==> config.mk <==
export PLATFORM = sky130hd
export DESIGN_NAME = circular_flash_log_pointer_core
export DESIGN_NICKNAME = d
export VERILOG_FILES = /design/src/hdl/clfp_pkg.sv /design/src/hdl/clfp_sequencer.sv /design/src/hdl/clfp_datapath.sv /design/src/hdl/circular_flash_log_pointer_core.sv
export SDC_FILE = /design/constraint.sdc
export NUM_CORES = 1
export LEC_CHECK = 0
export ABC_AREA = 0
export BUFFER_PORTS_ARGS = -buffer_cell sky130_fd_sc_hd__buf_2
export CAP_MARGIN = 20
export CELL_PAD_IN_SITES_DETAIL_PLACEMENT = 0
export CELL_PAD_IN_SITES_GLOBAL_PLACEMENT = 1
export CORE_UTILIZATION = 44
export CTS_CLUSTER_SIZE = 28
export DETAILED_ROUTE_END_ITERATION = 12
export GPL_ROUTABILITY_DRIVEN = 0
export PLACE_DENSITY_LB_ADDON = 0.15
export SETUP_SLACK_MARGIN = 0.02
export SLEW_MARGIN = 5
export SYNTH_ARGS = -nofsm -noshare
export SYNTH_HDL_FRONTEND = slang
export SYNTH_HIERARCHICAL = 1
export SYNTH_SLANG_ARGS = --single-unit
export TNS_END_PERCENT = 50
==> constraint.sdc <==
create_clock -name clock -period 5.7 [get_ports clock]
set_input_delay 0.57 -clock clock [delete_from_list [all_inputs] [get_ports clock]]
set_output_delay 0.57 -clock clock [all_outputs]
set_load 0.1 [all_outputs]
==> src/hdl/clfp_pkg.sv <==
package clfp_pkg;

   localparam int PAGE_BYTES_DEFAULT = 1024;
   localparam int RECORD_BYTES_W = 10;
   localparam int STEP_W = 5;

   localparam logic [7:0] NONE_MARK = 8'hFF;

   localparam logic [31:0] BASE_ADDRESS_RESET = 32'd0;
   localparam logic [7:0] PAGE_COUNT_RESET = 8'd1;
   localparam logic [RECORD_BYTES_W-1:0] RECORD_BYTES_RESET = 10'd4;
   localparam logic [7:0] RECORDS_PER_PAGE_RESET = 8'd255;

   typedef enum logic [1:0] {
      OP_WRITE = 2'd0,
      OP_LOCATE_BACK = 2'd1,
      OP_LOCATE_DIRECT = 2'd2,
      OP_CLEAR = 2'd3
   } op_code_type;

   typedef enum logic [1:0] {
      STATUS_OK = 2'd0,
      STATUS_RANGE = 2'd1,
      STATUS_EMPTY = 2'd2
   } status_type;

   typedef enum logic [1:0] {
      CSR_BASE_ADDRESS = 2'd0,
      CSR_PAGE_COUNT = 2'd1,
      CSR_RECORD_BYTES = 2'd2,
      CSR_RECORDS_PER_PAGE = 2'd3
   } csr_index_type;

   typedef enum logic {
      SEQ_IDLE,
      SEQ_RUN
   } seq_state_type;

   typedef enum logic [4:0] {
      DP_NOP,
      DP_INIT,
      DP_MUL_LIMIT,
      DP_DIV_LOAD,
      DP_DIV_STEP,
      DP_SET_FAR,
      DP_PG_BACK,
      DP_PG_WRAP,
      DP_NEAR,
      DP_DIR_LOAD,
      DP_MUL_PAGE,
      DP_ADD_PAGE,
      DP_ADD_REC,
      DP_BAD,
      DP_EMPTY,
      DP_CLEAR,
      DP_WR_LOAD,
      DP_PAGE_ADV,
      DP_PAGE_WRAP
   } dp_op_type;

   typedef enum logic [3:0] {
      COND_NEVER,
      COND_ALWAYS,
      COND_OP_WRITE,
      COND_OP_CLEAR,
      COND_OP_DIRECT,
      COND_EMPTY,
      COND_OFF_GE_LIMIT,
      COND_OFF_LE_IDX,
      COND_DIV_MORE,
      COND_BACK_GT_LAST,
      COND_BOUNDS_BAD,
      COND_NI_LT_RPP
   } cond_type;

   typedef struct packed {
      logic op_write;
      logic op_clear;
      logic op_direct;
      logic empty;
      logic off_ge_limit;
      logic off_le_idx;
      logic div_more;
      logic back_gt_last;
      logic bounds_bad;
      logic ni_lt_rpp;
   } cond_flags_type;

   typedef struct packed {
      logic [31:0] base_address;
      logic [7:0] page_count;
      logic [RECORD_BYTES_W-1:0] record_bytes;
      logic [7:0] records_per_page;
   } cfg_type;

   typedef struct packed {
      dp_op_type op;
      cond_type cond;
      logic [STEP_W-1:0] target;
      logic done;
   } ucode_word_type;

endpackage

==> src/hdl/clfp_sequencer.sv <==
module clfp_sequencer import clfp_pkg::*; (
   input  logic clock,
   input  logic reset,
   input  logic start_accept,
   input  cond_flags_type flags,
   output dp_op_type dp_op,
   output logic busy,
   output logic rsp_strobe
);

   localparam logic [STEP_W-1:0] L_NEAR = 5'd13;
   localparam logic [STEP_W-1:0] L_CHECK = 5'd14;
   localparam logic [STEP_W-1:0] L_ADDR = 5'd15;
   localparam logic [STEP_W-1:0] L_BAD = 5'd18;
   localparam logic [STEP_W-1:0] L_EMPTY = 5'd19;
   localparam logic [STEP_W-1:0] L_CLEAR = 5'd20;
   localparam logic [STEP_W-1:0] L_DIRECT = 5'd21;
   localparam logic [STEP_W-1:0] L_WRITE = 5'd22;
   localparam logic [STEP_W-1:0] L_DIV = 5'd8;
   localparam logic [STEP_W-1:0] L_WRAP = 5'd12;
   localparam logic [STEP_W-1:0] LAST_STEP = 5'd25;
   localparam logic [STEP_W-1:0] NO_TARGET = 5'd0;

   seq_state_type state_ff, state_in;
   logic [STEP_W-1:0] step_ff, step_in;
   logic strobe_ff, strobe_in;
   ucode_word_type word;
   logic take;

   function automatic ucode_word_type rom(input logic [STEP_W-1:0] step);
      ucode_word_type w;
      begin
         unique case (step)
            5'd0: w = '{DP_INIT, COND_OP_WRITE, L_WRITE, 1'b0};
            5'd1: w = '{DP_NOP, COND_OP_CLEAR, L_CLEAR, 1'b0};
            5'd2: w = '{DP_NOP, COND_EMPTY, L_EMPTY, 1'b0};
            5'd3: w = '{DP_NOP, COND_OP_DIRECT, L_DIRECT, 1'b0};
            5'd4: w = '{DP_MUL_LIMIT, COND_NEVER, NO_TARGET, 1'b0};
            5'd5: w = '{DP_NOP, COND_OFF_GE_LIMIT, L_BAD, 1'b0};
            5'd6: w = '{DP_NOP, COND_OFF_LE_IDX, L_NEAR, 1'b0};
            5'd7: w = '{DP_DIV_LOAD, COND_NEVER, NO_TARGET, 1'b0};
            5'd8: w = '{DP_DIV_STEP, COND_DIV_MORE, L_DIV, 1'b0};
            5'd9: w = '{DP_SET_FAR, COND_NEVER, NO_TARGET, 1'b0};
            5'd10: w = '{DP_NOP, COND_BACK_GT_LAST, L_WRAP, 1'b0};
            5'd11: w = '{DP_PG_BACK, COND_ALWAYS, L_CHECK, 1'b0};
            5'd12: w = '{DP_PG_WRAP, COND_ALWAYS, L_CHECK, 1'b0};
            5'd13: w = '{DP_NEAR, COND_NEVER, NO_TARGET, 1'b0};
            5'd14: w = '{DP_NOP, COND_BOUNDS_BAD, L_BAD, 1'b0};
            5'd15: w = '{DP_MUL_PAGE, COND_NEVER, NO_TARGET, 1'b0};
            5'd16: w = '{DP_ADD_PAGE, COND_NEVER, NO_TARGET, 1'b0};
            5'd17: w = '{DP_ADD_REC, COND_NEVER, NO_TARGET, 1'b1};
            5'd18: w = '{DP_BAD, COND_NEVER, NO_TARGET, 1'b1};
            5'd19: w = '{DP_EMPTY, COND_NEVER, NO_TARGET, 1'b1};
            5'd20: w = '{DP_CLEAR, COND_NEVER, NO_TARGET, 1'b1};
            5'd21: w = '{DP_DIR_LOAD, COND_ALWAYS, L_CHECK, 1'b0};
            5'd22: w = '{DP_WR_LOAD, COND_NEVER, NO_TARGET, 1'b0};
            5'd23: w = '{DP_NOP, COND_NI_LT_RPP, L_ADDR, 1'b0};
            5'd24: w = '{DP_PAGE_ADV, COND_NEVER, NO_TARGET, 1'b0};
            5'd25: w = '{DP_PAGE_WRAP, COND_ALWAYS, L_ADDR, 1'b0};
            default: w = '{DP_NOP, COND_NEVER, NO_TARGET, 1'b1};
         endcase
         return w;
      end
   endfunction

   always_comb begin
      word = rom(step_ff);
      unique case (word.cond)
         COND_NEVER: take = 1'b0;
         COND_ALWAYS: take = 1'b1;
         COND_OP_WRITE: take = flags.op_write;
         COND_OP_CLEAR: take = flags.op_clear;
         COND_OP_DIRECT: take = flags.op_direct;
         COND_EMPTY: take = flags.empty;
         COND_OFF_GE_LIMIT: take = flags.off_ge_limit;
         COND_OFF_LE_IDX: take = flags.off_le_idx;
         COND_DIV_MORE: take = flags.div_more;
         COND_BACK_GT_LAST: take = flags.back_gt_last;
         COND_BOUNDS_BAD: take = flags.bounds_bad;
         COND_NI_LT_RPP: take = flags.ni_lt_rpp;
         default: take = 1'b0;
      endcase
   end

   always_ff @(posedge clock) begin
      if (reset) begin
         state_ff <= SEQ_IDLE;
         step_ff <= '0;
         strobe_ff <= 1'b0;
      end else begin
         state_ff <= state_in;
         step_ff <= step_in;
         strobe_ff <= strobe_in;
      end
   end

   always_comb begin
      state_in = state_ff;
      step_in = step_ff;
      strobe_in = 1'b0;
      dp_op = DP_NOP;
      unique case (state_ff)
         SEQ_IDLE: begin
            if (start_accept) begin
               state_in = SEQ_RUN;
               step_in = '0;
            end
         end
         SEQ_RUN: begin
            dp_op = word.op;
            if (word.done) begin
               state_in = SEQ_IDLE;
               step_in = '0;
               strobe_in = 1'b1;
            end else if (take) begin
               step_in = word.target;
            end else begin
               step_in = step_ff + 5'd1;
            end
         end
         default: state_in = SEQ_IDLE;
      endcase
   end

   assign busy = (state_ff == SEQ_RUN);
   assign rsp_strobe = strobe_ff;

`ifndef SYNTHESIS
   a_accept_starts: assert property (@(posedge clock) disable iff (reset)
      start_accept |=> (state_ff == SEQ_RUN && step_ff == '0))
      else $error("Accepted beat did not start the program at step zero.");

   a_strobe_after_run: assert property (@(posedge clock) disable iff (reset)
      strobe_ff |-> ($past(state_ff == SEQ_RUN) && state_ff == SEQ_IDLE))
      else $error("Result strobe without a finished program.");

   a_step_in_program: assert property (@(posedge clock) disable iff (reset)
      (state_ff == SEQ_RUN) |-> (step_ff <= LAST_STEP))
      else $error("Step counter left the program.");
`endif

endmodule

==> src/hdl/clfp_datapath.sv <==
module clfp_datapath import clfp_pkg::*; #(
   parameter int PAGE_BYTES = PAGE_BYTES_DEFAULT
) (
   input  logic clock,
   input  logic reset,
   input  logic start_accept,
   input  logic [1:0] req_operation,
   input  logic [15:0] req_offset,
   input  logic [7:0] req_page_number,
   input  logic [7:0] req_record_index,
   input  cfg_type cfg,
   input  dp_op_type dp_op,
   output cond_flags_type flags,
   output logic [1:0] rsp_status,
   output logic [31:0] rsp_record_address,
   output logic rsp_header_write,
   output logic [31:0] rsp_header_address,
   output logic [30:0] rsp_header_serial,
   output logic [7:0] rsp_newest_page,
   output logic [7:0] rsp_newest_index
);

   localparam int PB_W = $clog2(PAGE_BYTES + 1);
   localparam int BW = (PB_W > RECORD_BYTES_W) ? PB_W : RECORD_BYTES_W;
   localparam int PW = BW + 8;
   localparam logic [BW-1:0] PAGE_BYTES_W = BW'(PAGE_BYTES);

   op_code_type op_ff, op_in;
   logic [15:0] offset_ff, offset_in;
   logic [7:0] pgin_ff, pgin_in;
   logic [7:0] recin_ff, recin_in;
   logic [7:0] next_page_ff, next_page_in;
   logic [7:0] next_index_ff, next_index_in;
   logic [7:0] last_page_ff, last_page_in;
   logic [7:0] last_index_ff, last_index_in;
   logic [30:0] serial_ff, serial_in;
   logic [7:0] pg_ff, pg_in;
   logic [7:0] rec_ff, rec_in;
   logic [7:0] back_ff, back_in;
   logic [15:0] q_ff, q_in;
   logic [7:0] r_ff, r_in;
   logic [3:0] cnt_ff, cnt_in;
   logic [PW-1:0] prod_ff, prod_in;
   logic [31:0] acc_ff, acc_in;
   status_type status_ff, status_in;
   logic [31:0] raddr_ff, raddr_in;
   logic hw_ff, hw_in;
   logic [31:0] haddr_ff, haddr_in;
   logic [30:0] hser_ff, hser_in;

   logic [7:0] mul_a;
   logic [BW-1:0] mul_b;
   logic [8:0] div_trial;
   logic div_ge;
   logic [31:0] prod_ext;

   assign prod_ext = 32'(prod_ff);
   assign div_trial = {r_ff, q_ff[15]};
   assign div_ge = (div_trial >= {1'b0, cfg.records_per_page});

   always_comb begin
      mul_a = rec_ff;
      mul_b = BW'(cfg.record_bytes);
      unique case (dp_op)
         DP_MUL_LIMIT: begin
            mul_a = cfg.page_count;
            mul_b = BW'(cfg.records_per_page);
         end
         DP_MUL_PAGE: begin
            mul_a = pg_ff;
            mul_b = PAGE_BYTES_W;
         end
         default: begin
            mul_a = rec_ff;
            mul_b = BW'(cfg.record_bytes);
         end
      endcase
   end

   always_comb begin
      flags.op_write = (op_ff == OP_WRITE);
      flags.op_clear = (op_ff == OP_CLEAR);
      flags.op_direct = (op_ff == OP_LOCATE_DIRECT);
      flags.empty = (last_page_ff == NONE_MARK);
      flags.off_ge_limit = (PW'(offset_ff) >= prod_ff);
      flags.off_le_idx = (offset_ff <= 16'(last_index_ff));
      flags.div_more = (cnt_ff != 4'hF);
      flags.back_gt_last = (back_ff > last_page_ff);
      flags.bounds_bad = (pg_ff >= cfg.page_count) || (rec_ff >= cfg.records_per_page);
      flags.ni_lt_rpp = (next_index_ff < cfg.records_per_page);
   end

   always_comb begin
      op_in = op_ff;
      offset_in = offset_ff;
      pgin_in = pgin_ff;
      recin_in = recin_ff;
      next_page_in = next_page_ff;
      next_index_in = next_index_ff;
      last_page_in = last_page_ff;
      last_index_in = last_index_ff;
      serial_in = serial_ff;
      pg_in = pg_ff;
      rec_in = rec_ff;
      back_in = back_ff;
      q_in = q_ff;
      r_in = r_ff;
      cnt_in = cnt_ff;
      prod_in = prod_ff;
      acc_in = acc_ff;
      status_in = status_ff;
      raddr_in = raddr_ff;
      hw_in = hw_ff;
      haddr_in = haddr_ff;
      hser_in = hser_ff;

      if (start_accept) begin
         op_in = op_code_type'(req_operation);
         offset_in = req_offset;
         pgin_in = req_page_number;
         recin_in = req_record_index;
      end

      unique case (dp_op)
         DP_INIT: begin
            status_in = STATUS_OK;
            raddr_in = '0;
            hw_in = 1'b0;
            haddr_in = '0;
            hser_in = '0;
         end
         DP_MUL_LIMIT: prod_in = PW'(mul_a) * PW'(mul_b);
         DP_DIV_LOAD: begin
            q_in = offset_ff - 16'(last_index_ff) - 16'd1;
            r_in = '0;
            cnt_in = '0;
         end
         DP_DIV_STEP: begin
            q_in = {q_ff[14:0], div_ge};
            r_in = div_ge ? 8'(div_trial - {1'b0, cfg.records_per_page}) : div_trial[7:0];
            cnt_in = cnt_ff + 4'd1;
         end
         DP_SET_FAR: begin
            rec_in = cfg.records_per_page - 8'd1 - r_ff;
            back_in = q_ff[7:0] + 8'd1;
         end
         DP_PG_BACK: pg_in = last_page_ff - back_ff;
         DP_PG_WRAP: pg_in = cfg.page_count + last_page_ff - back_ff;
         DP_NEAR: begin
            pg_in = last_page_ff;
            rec_in = last_index_ff - offset_ff[7:0];
         end
         DP_DIR_LOAD: begin
            pg_in = pgin_ff;
            rec_in = recin_ff;
         end
         DP_MUL_PAGE: prod_in = PW'(mul_a) * PW'(mul_b);
         DP_ADD_PAGE: begin
            acc_in = cfg.base_address + prod_ext;
            prod_in = PW'(mul_a) * PW'(mul_b);
         end
         DP_ADD_REC: begin
            raddr_in = acc_ff + prod_ext + 32'd4;
            if (hw_ff) begin
               haddr_in = acc_ff;
            end
         end
         DP_BAD: status_in = STATUS_RANGE;
         DP_EMPTY: status_in = STATUS_EMPTY;
         DP_CLEAR: begin
            next_page_in = '0;
            next_index_in = '0;
            last_page_in = NONE_MARK;
            last_index_in = NONE_MARK;
            serial_in = '0;
         end
         DP_WR_LOAD: begin
            pg_in = next_page_ff;
            rec_in = next_index_ff;
            last_page_in = next_page_ff;
            last_index_in = next_index_ff;
            next_index_in = next_index_ff + 8'd1;
            if (next_index_ff == 8'd0) begin
               hw_in = 1'b1;
               hser_in = serial_ff;
            end
         end
         DP_PAGE_ADV: begin
            next_index_in = '0;
            serial_in = serial_ff + 31'd1;
            next_page_in = next_page_ff + 8'd1;
         end
         DP_PAGE_WRAP: begin
            if (next_page_ff >= cfg.page_count) begin
               next_page_in = '0;
            end
         end
         default: begin
         end
      endcase
   end

   always_ff @(posedge clock) begin
      if (reset) begin
         next_page_ff <= '0;
         next_index_ff <= '0;
         last_page_ff <= NONE_MARK;
         last_index_ff <= NONE_MARK;
         serial_ff <= '0;
      end else begin
         next_page_ff <= next_page_in;
         next_index_ff <= next_index_in;
         last_page_ff <= last_page_in;
         last_index_ff <= last_index_in;
         serial_ff <= serial_in;
      end
   end

   always_ff @(posedge clock) begin
      op_ff <= op_in;
      offset_ff <= offset_in;
      pgin_ff <= pgin_in;
      recin_ff <= recin_in;
      pg_ff <= pg_in;
      rec_ff <= rec_in;
      back_ff <= back_in;
      q_ff <= q_in;
      r_ff <= r_in;
      cnt_ff <= cnt_in;
      prod_ff <= prod_in;
      acc_ff <= acc_in;
      status_ff <= status_in;
      raddr_ff <= raddr_in;
      hw_ff <= hw_in;
      haddr_ff <= haddr_in;
      hser_ff <= hser_in;
   end

   assign rsp_status = status_ff;
   assign rsp_record_address = raddr_ff;
   assign rsp_header_write = hw_ff;
   assign rsp_header_address = haddr_ff;
   assign rsp_header_serial = hser_ff;
   assign rsp_newest_page = last_page_ff;
   assign rsp_newest_index = last_index_ff;

endmodule

==> src/hdl/circular_flash_log_pointer_core.sv <==
// Address generator for a ring of flash pages, run by a microcoded sequencer over one shared
// datapath. A command beat is taken when start is high and busy is low; its result appears for
// exactly one cycle with rsp_strobe, and the receiver cannot stall it. The block stays busy
// until that result and takes no new beat meanwhile; the next beat can be taken in the strobe
// cycle. Item kinds: clear, lookups before any write, an offset at or beyond the ring size, a
// write with or without a page change, a direct locate, a lookup within the newest page, and a
// lookup reaching back past the newest page, which runs a 16-step restoring divide of the
// offset less the newest index and one by records per page. Registers are to be written
// through the csr port only while the block is idle, by the user; the block does not enforce it.
module circular_flash_log_pointer_core import clfp_pkg::*; #(
   parameter int PAGE_BYTES = PAGE_BYTES_DEFAULT
) (
   input  logic clock,
   input  logic reset,
   input  logic start,
   output logic busy,
   input  logic [1:0] req_operation,
   input  logic [15:0] req_offset,
   input  logic [7:0] req_page_number,
   input  logic [7:0] req_record_index,
   output logic rsp_strobe,
   output logic [1:0] rsp_status,
   output logic [31:0] rsp_record_address,
   output logic rsp_header_write,
   output logic [31:0] rsp_header_address,
   output logic [30:0] rsp_header_serial,
   output logic [7:0] rsp_newest_page,
   output logic [7:0] rsp_newest_index,
   input  logic csr_write_enable,
   input  logic [1:0] csr_index,
   input  logic [31:0] csr_write_data
);

   cfg_type cfg_ff, cfg_in;
   cond_flags_type flags;
   dp_op_type dp_op;
   logic start_accept;

   assign start_accept = start && !busy;

   always_comb begin
      cfg_in = cfg_ff;
      if (csr_write_enable) begin
         unique case (csr_index_type'(csr_index))
            CSR_BASE_ADDRESS: cfg_in.base_address = csr_write_data;
            CSR_PAGE_COUNT: cfg_in.page_count = csr_write_data[7:0];
            CSR_RECORD_BYTES: cfg_in.record_bytes = csr_write_data[RECORD_BYTES_W-1:0];
            CSR_RECORDS_PER_PAGE: cfg_in.records_per_page = csr_write_data[7:0];
            default: cfg_in = cfg_ff;
         endcase
      end
   end

   always_ff @(posedge clock) begin
      if (reset) begin
         cfg_ff.base_address <= BASE_ADDRESS_RESET;
         cfg_ff.page_count <= PAGE_COUNT_RESET;
         cfg_ff.record_bytes <= RECORD_BYTES_RESET;
         cfg_ff.records_per_page <= RECORDS_PER_PAGE_RESET;
      end else begin
         cfg_ff <= cfg_in;
      end
   end

   clfp_sequencer u_sequencer (
      .clock(clock),
      .reset(reset),
      .start_accept(start_accept),
      .flags(flags),
      .dp_op(dp_op),
      .busy(busy),
      .rsp_strobe(rsp_strobe)
   );

   clfp_datapath #(
      .PAGE_BYTES(PAGE_BYTES)
   ) u_datapath (
      .clock(clock),
      .reset(reset),
      .start_accept(start_accept),
      .req_operation(req_operation),
      .req_offset(req_offset),
      .req_page_number(req_page_number),
      .req_record_index(req_record_index),
      .cfg(cfg_ff),
      .dp_op(dp_op),
      .flags(flags),
      .rsp_status(rsp_status),
      .rsp_record_address(rsp_record_address),
      .rsp_header_write(rsp_header_write),
      .rsp_header_address(rsp_header_address),
      .rsp_header_serial(rsp_header_serial),
      .rsp_newest_page(rsp_newest_page),
      .rsp_newest_index(rsp_newest_index)
   );

endmodule
==> results of run 1 <==
[cell type report]
class                      instances  area, µm²  share of cell area
multi-input combinational       1745      13490              0.4795
inverter                         203      762.0             0.02707
sequential                       378       9923              0.3526
clock buffer                      67       1320             0.04690
timing repair buffer             256       1543             0.05481
tap                              696      870.8             0.03094
clock inverter                    15      231.5            0.008224
[routing by layer]
layer	vias up	track usage	share of wire
met2	440	0.3730	0.47
met3	105	0.02961	0.044
met4	2	0.07625	0.032
met5	-	0	0.00019
met1	8605	0.2991	0.45
li1	8875	-	-
[power by group through the flow]
stage / clock (mW) / combinational [mW] / sequential, mW
3_5_place_dp: 0 / 1.39 / 3.18
2_1_floorplan: 0 / 0.606 / 3.63
5_1_grt: 3.16 / 1.56 / 3.14
3_3_place_gp: 0 / 1.37 / 3.18
6_report: 2.98 / 1.45 / 3.12
4_1_cts: 3.07 / 1.40 / 3.13
[how the worst max path moves through the flow]
stage                           startpoint                endpoint  slack [ns]
after global routing      u_sequencer/busy  u_datapath/prod_ff[18]       -0.08
after floorplan           u_sequencer/busy  u_datapath/prod_ff[15]        0.01
after global placement    u_sequencer/busy  u_datapath/prod_ff[18]       -0.03
after detailed placement  u_sequencer/busy  u_datapath/prod_ff[18]       -0.17
final                     u_sequencer/busy  u_datapath/prod_ff[18]        0.11
after CTS                 u_sequencer/busy  u_datapath/prod_ff[17]        0.03
[registers in the layout, indices dropped and copies added, names as in the netlist, 15 cells and up]
register                       count
u_datapath/acc_ff                 32
u_datapath/rsp_record_address     32
u_sequencer/word                  15
u_datapath/rsp_header_address     32
u_datapath/prod_ff                19
cfg_ff                            58
u_datapath/offset_ff              16
u_datapath/q_ff                   16
u_datapath/rsp_header_serial      31
u_datapath/serial_ff              31
[through the flow]
stage	std cells	setup TNS (ns)
6_report	3360	0
5_1_grt	3360	-0.1845
4_1_cts	3345	0
3_5_place_dp	3261	-0.4335
3_3_place_gp	3261	-0.02738
2_1_floorplan	2407	0
[timing repair]
| action | CTS | global route |
|---|---|---|
| pin swaps | 4 | 39 |
| buffers inserted | 1 | 12 |
| hold endpoints to repair | 0 | 0 |
| gates cloned | 1 | 2 |
| setup endpoints to repair | 5 | 11 |
| resized for setup | 18 | 66 |
[cells in the mapped netlist (all sizes together), types with 5 or more instances]
cell,instances
a211oi,18
a21boi,7
a21o,53
a21oi,156
a221oi,9
a311oi,5
a31oi,7
and2,82
and3,33
and4,5
buf,21
clkbuf,60
dfxtp,143
edfxtp,235
fa,67
ha,201
inv,203
mux2,8
mux2i,88
nand2,108
nand2b,124
nand3,62
nand3b,7
nand4,27
nor2,254
nor2b,22
nor3,37
nor4,8
o211a,6
o211ai,13
o21a,19
o21ai,71
o21bai,14
o221ai,7
o22ai,21
or2,14
or3,11
xnor2,84
xor2,51
[kinds of logic (layout without fill, tap and decap cells)]
kind of cell    Yosys count  after routing  synth area share
buf+inv                 284            541           0.04861
simple gates            805            805            0.1705
mux                      96             96           0.04050
flops                   378            378            0.4122
fa+ha+maj               268            268            0.1602
xor+xnor                135            135           0.04913
compound gates          441            441            0.1188
==> flow_summary.yaml, run 1 <==
critical_path:
  cp_top_family: "adder cells"
  critPathKind: "reg -> reg"
  worst_setup_path_start_kind: "register"
  regToRegSetupSlack_ns: 0.11
  most_frequent_cp_cell: "sky130_fd_sc_hd__fa_1"
  timing.critical_path.fanout_max: 8
  worst_r2r_startpoint: "u_sequencer/busy"
  crit_path_cell_trace: "and2_4 > nand2b_4 > or3_4 > buf_12 > a21oi_4 > buf_4 > nor2_2 > fa_1 > fa_1 > fa_1 > inv_1 > fa_1 > inv_1 > ha_4 > a21o_1 > a21oi_2 > nor2_1 > a211oi_1 > o21ai_2 > nand2b_1 > a31oi_1 > xnor2_1"
  cp.depth: 22
  worstPathBufferInverterCount: 4
  endpoint_of_the_lowest_slack_register_to_register_path: "u_datapath/prod_ff[18]"
  crit_path_top_delay_cell: "sky130_fd_sc_hd__fa_1"
  worst-endpoint-required_ns: 6.03
  worst-r2r-cell-count: 22
  crit_path_end_kind: "register"
  worst_ep_arrival_time_ns: 5.92
  biggest_cell_delay_along_the_critical_path_ns: 0.53
global_routing:
  global_route.usage.total: 0.2240
  overflow: 0
  grt_first_pass_wirelength_um: 98080
  first_global_vias: 17881
  number_of_antenna_violations_at_the_first_check_in_global_routing: 1
  pin_count_of_the_biggest_net_entering_global_routing: 70
timing:
  timing.final.ws_setup_ns: 0.1052
  finalHoldViolCount: 0
  slew_headroom: 0.3013
  worst_slew_pin_slew_ns: 1.045
  final_period_minus_worst_setup_slack_ns: 5.595
  hold_slack_final_ns: 0.1661
  maxClockFrequency_ghz: 0.1787
  final_min_period_over_clock_period: 0.9815
  grt_setup_unrepaired: "yes"
  clock_skew_ns: 0.01413
  timing_max_transition_violations_final: 0
  final-setup-viol-count: 0
drt:
  vias: 18027
  drcViolationCount: 0
  drtIter0Drc: 1082
  drt_first_pass_iters: 5
  drt.antenna.violating_nets: 0
  wire_per_inst_um: 18.86
  drt_wl_total_um: 63380
  routed_via_density: 5.365
clock_tree:
  cts-htree-levels: 2
  number_of_cts_inserted_buffers: 44
  clk_transition_reported_paths_ns: 0.06
  cts_tree: "yes"
  ctsRootBufferMaster: "sky130_fd_sc_hd__clkbuf_16"
  clock_latency_ns: 0.58
  cts_sinks: 378
  hold_buffers: 0
  clockBufferDepth: 3
power_and_ir_drop:
  power.net_switching_mw: 2.247
  leakagePower_nw: 12.09
  power.combinational.fraction: 0.191
  p_clk_frac: 0.395
  fin_total_pwr_mw: 7.553
  power.share.switching: 0.2976
  vdd.ir_drop.worst_uv: 215.6
  pwr_density_cell_nw_per_um2: 268.4
  power.sequential.fraction: 0.414
  cell_internal_pwr_mw: 5.305
finish:
  layout.filler_cells: 4855
  synthToLayoutAreaGrowth_pct: 16.96
  final_core_utilization: 0.5220
  layout-drive-gt1-share: 0.1614
  top_library_cells_by_usage_in_the_layout_fill_and_taps_aside: "sky130_fd_sc_hd__edfxtp_1, sky130_fd_sc_hd__nor2_1, sky130_fd_sc_hd__inv_1"
  insertedDiodeCount: 0
  final_area_um2: 28140
  final_common_cell: "sky130_fd_sc_hd__edfxtp_1"
  fin_nets: 2968
die:
  placementRows: 85
  ioPinCount: 188
  die_span_y_um: 235.9
  die_area_um2: 55630
  start_util: 0.4463
  fp.coreArea_um2: 53920
  die_x_um: 235.9
logic_synthesis:
  synth_flop_type: "sky130_fd_sc_hd__edfxtp_1"
  synth_seq_area_share: 0.4122
  ys_warn_count: 6
  ys_top_cells_by_area: "sky130_fd_sc_hd__edfxtp_1, sky130_fd_sc_hd__dfxtp_1, sky130_fd_sc_hd__ha_1, sky130_fd_sc_hd__fa_1, sky130_fd_sc_hd__nor2_1"
  synth_top_area_frac: 0.2932
  post_synth.cell_area_avg_um2: 9.998
  synth_edf_count: 235
  syn_inst: 2407
  ys_seq_elements: 378
  synth_area_leader_cell: "sky130_fd_sc_hd__edfxtp_1"
  synth_fp_nets: 2747
  synth_cell_type_count: 92
  synth_async_sr_flop_share: 0
  syn_area_um2: 24060
place:
  detailedPlace.worstSlack_ns: -0.1715
  post_dp_cell_area_um2: 25990
  port_buffers: 187
  detailed_place_hpwl_um: 48720
min_path:
  whs_endpoint: "u_datapath/recin_ff[3]"
  worstHoldPathCells: 1
  hold_path.class: "in -> reg"
  timing.hold.worst.start: "req_record_index[3]"
status:
  outcome: "finished, final reports clean"
flow_run:
  max_cap_violations: 0
Note: power is estimated with default switching activity, not from simulation.
==> run 2: changes to the inputs <==
--- a/config.mk
+++ b/config.mk
@@ -10,7 +10,7 @@
 export CAP_MARGIN = 20
 export CELL_PAD_IN_SITES_DETAIL_PLACEMENT = 0
 export CELL_PAD_IN_SITES_GLOBAL_PLACEMENT = 1
-export CORE_UTILIZATION = 44
+export CORE_UTILIZATION = 48
 export CTS_CLUSTER_SIZE = 28
 export DETAILED_ROUTE_END_ITERATION = 12
 export GPL_ROUTABILITY_DRIVEN = 0
==> constraint.sdc (replaced) <==
create_clock -name clock -period 5.2 [get_ports clock]
set_input_delay 0.52 -clock clock [delete_from_list [all_inputs] [get_ports clock]]
set_output_delay 0.52 -clock clock [all_outputs]
set_load 0.1 [all_outputs]
==> flow_summary.yaml, run 2 (synthesis gave the netlist of run 1 again) <==
power_and_ir_drop:
  pwr_density_cell_nw_per_um2: 284.6
  vdd.ir_drop.worst_uv: 222.2
  fin_total_pwr_mw: 8.139
  leakagePower_nw: 12.33
critical_path:
  crit_path_top_delay_cell: "sky130_fd_sc_hd__fa_1"
  biggest_cell_delay_along_the_critical_path_ns: 0.56
  critPathKind: "reg -> reg"
  crit_path_end_kind: "register"
  timing.critical_path.fanout_max: 6
  most_frequent_cp_cell: "sky130_fd_sc_hd__fa_1"
  crit_path_cell_trace: "buf_6 > and2_4 > or3_4 > buf_6 > buf_16 > a21oi_4 > buf_6 > nor2_4 > fa_1 > fa_1 > fa_1 > inv_2 > fa_1 > inv_2 > ha_4 > a21o_1 > a21oi_2 > nor2_1 > a211oi_2 > o21ai_4 > buf_4 > a21oi_2 > xnor2_1"
  worst_ep_arrival_time_ns: 5.82
  worst-endpoint-required_ns: 5.52
  worst_setup_path_start_kind: "register"
place:
  detailed_place_hpwl_um: 50360
  dpl.cell_count: 3264
  port_buffers: 187
drt:
  wire_per_inst_um: 19.49
  drtIter0Drc: 1331
  drt_first_pass_iters: 6
  routed_via_density: 5.472
  drt.antenna.violating_nets: 0
  vias: 18516
  drt_wl_total_um: 65960
  drcViolationCount: 0
finish:
  synthToLayoutAreaGrowth_pct: 18.86
  layout-drive-gt1-share: 0.1887
  final_cells: 3384
  fin_nets: 3024
  final_core_utilization: 0.5819
  final_common_cell: "sky130_fd_sc_hd__edfxtp_1"
  top_library_cells_by_usage_in_the_layout_fill_and_taps_aside: "sky130_fd_sc_hd__edfxtp_1, sky130_fd_sc_hd__nor2_1, sky130_fd_sc_hd__ha_1"
  largest_register: "cfg_ff"
  largest_register_ff_count: 58
  layout.filler_cells: 4233
timing:
  hold_slack_final_ns: 0.1155
  maxClockFrequency_ghz: 0.1821
  timing_max_transition_violations_final: 0
  finalHoldViolCount: 0
  final_period_minus_worst_setup_slack_ns: 5.491
  slew_headroom: 0.3816
  timing.final.ws_setup_ns: -0.2907
  final_min_period_over_clock_period: 1.056
  worst_slew_pin_slew_ns: 0.9251
  final-setup-viol-count: 7
  tns_ns: -1.160
  grt_setup_unrepaired: "yes"
  clock_skew_ns: 0.01708
clock_tree:
  clk_transition_reported_paths_ns: 0.06
  hold_buffers: 0
  number_of_cts_inserted_buffers: 44
  ctsRootBufferMaster: "sky130_fd_sc_hd__clkbuf_16"
  cts_tree: "yes"
  clock_latency_ns: 0.58
  cts_sinks: 378
  clockBufferDepth: 3
  cts-htree-levels: 2
global_routing:
  global_route.usage.total: 0.2612
  grt_first_pass_wirelength_um: 102600
  first_global_vias: 18197
  overflow: 0
  number_of_antenna_violations_at_the_first_check_in_global_routing: 2
  pin_count_of_the_biggest_net_entering_global_routing: 80
die:
  placementRows: 81
  fp.coreArea_um2: 49150
  die_area_um2: 51030
  die_x_um: 225.9
  ioPinCount: 188
  die_span_y_um: 225.9
  start_util: 0.4896
status:
  outcome: "complete, but fails checks"
  failed_checks: "setup timing"
flow_run:
  max_cap_violations: 0
min_path:
  hold_path.class: "in -> reg"
-- run 2: cell types whose count changed in the layout (fill, tap and decap cells not counted), sizes merged --
cell / previous run / this run
clkinvlp: 0 / 1
clkbuf: 70 / 63
bufinv: 5 / 3
buf: 253 / 311
clkinv: 10 / 13
diode: 0 / 2
bufbuf: 0 / 1
-- run 2: final cells by class --
class / count / area [µm²] / area share
Clock inverter: 17 / 190.2 / 0.006649
Tap cell: 664 / 830.8 / 0.02905
Sequential cell: 378 / 9923 / 0.3469
Inverter: 203 / 762.0 / 0.02664
Timing Repair Buffer: 312 / 2057 / 0.07191
Antenna cell: 2 / 5.005 / 0.0001750
Multi-Input combinational cell: 1745 / 13600 / 0.4754
Clock buffer: 63 / 1236 / 0.04322
-- run 2: worst max-delay path, delay by kind of cell, from the launching register on --
family	cells	cell delay (ns)
and+or+nand+nor	4	0.65
xor gates and xnor gates	1	0.07
buffers and inverters	7	0.81
DFF	1	0.35
adders and majority gates	5	2.26
AOI/OAI and AO/OA	6	1.11
-- run 2: through the flow --
step	area, µm²	setup WS (ns)
6_report	28600	-0.2907
4_1_cts	28480	-0.2141
5_1_grt	28600	-0.4132
2_1_floorplan	24510	-0.2804
3_3_place_gp	26520	-0.3499
3_5_place_dp	26520	-0.4361
-- run 2: power breakdown --
part,leakage (nW),total [mW],internal (mW),switching [mW]
Clock,0.698,3.07,1.81,1.26
Sequential,3.34,3.44,3.35,0.0935
Combinational,8.29,1.63,0.503,1.13
Total,12.3,8.14,5.66,2.48
-- run 2: final timing paths --
path	slack [ns]	cells past startpoint	endpoint	from
max reg2reg	-0.29	23	u_datapath/prod_ff[14]	u_sequencer/busy
max	-0.29	23	u_datapath/prod_ff[14]	u_sequencer/busy
min reg2reg	0.47	2	cfg_ff[42]	cfg_ff[42]
min	0.12	1	u_datapath/offset_ff[2]	req_offset[2]
-- run 2: timing repair --
item | CTS | global route
buffers inserted | 25 | 6
pin swaps | 79 | 35
resized for setup | 58 | 13
setup endpoints to repair | 10 | 11
cloned | 5 | 0
-- run 2: per-layer routing --
layer / up-vias / share of wire / GRT usage
li1: 8997 / - / -
met2: 460 / 0.47 / 0.4319
met4: 0 / 0.031 / 0.08953
met1: 8953 / 0.46 / 0.3550
met3: 106 / 0.039 / 0.02849
met5: - / 0 / 0
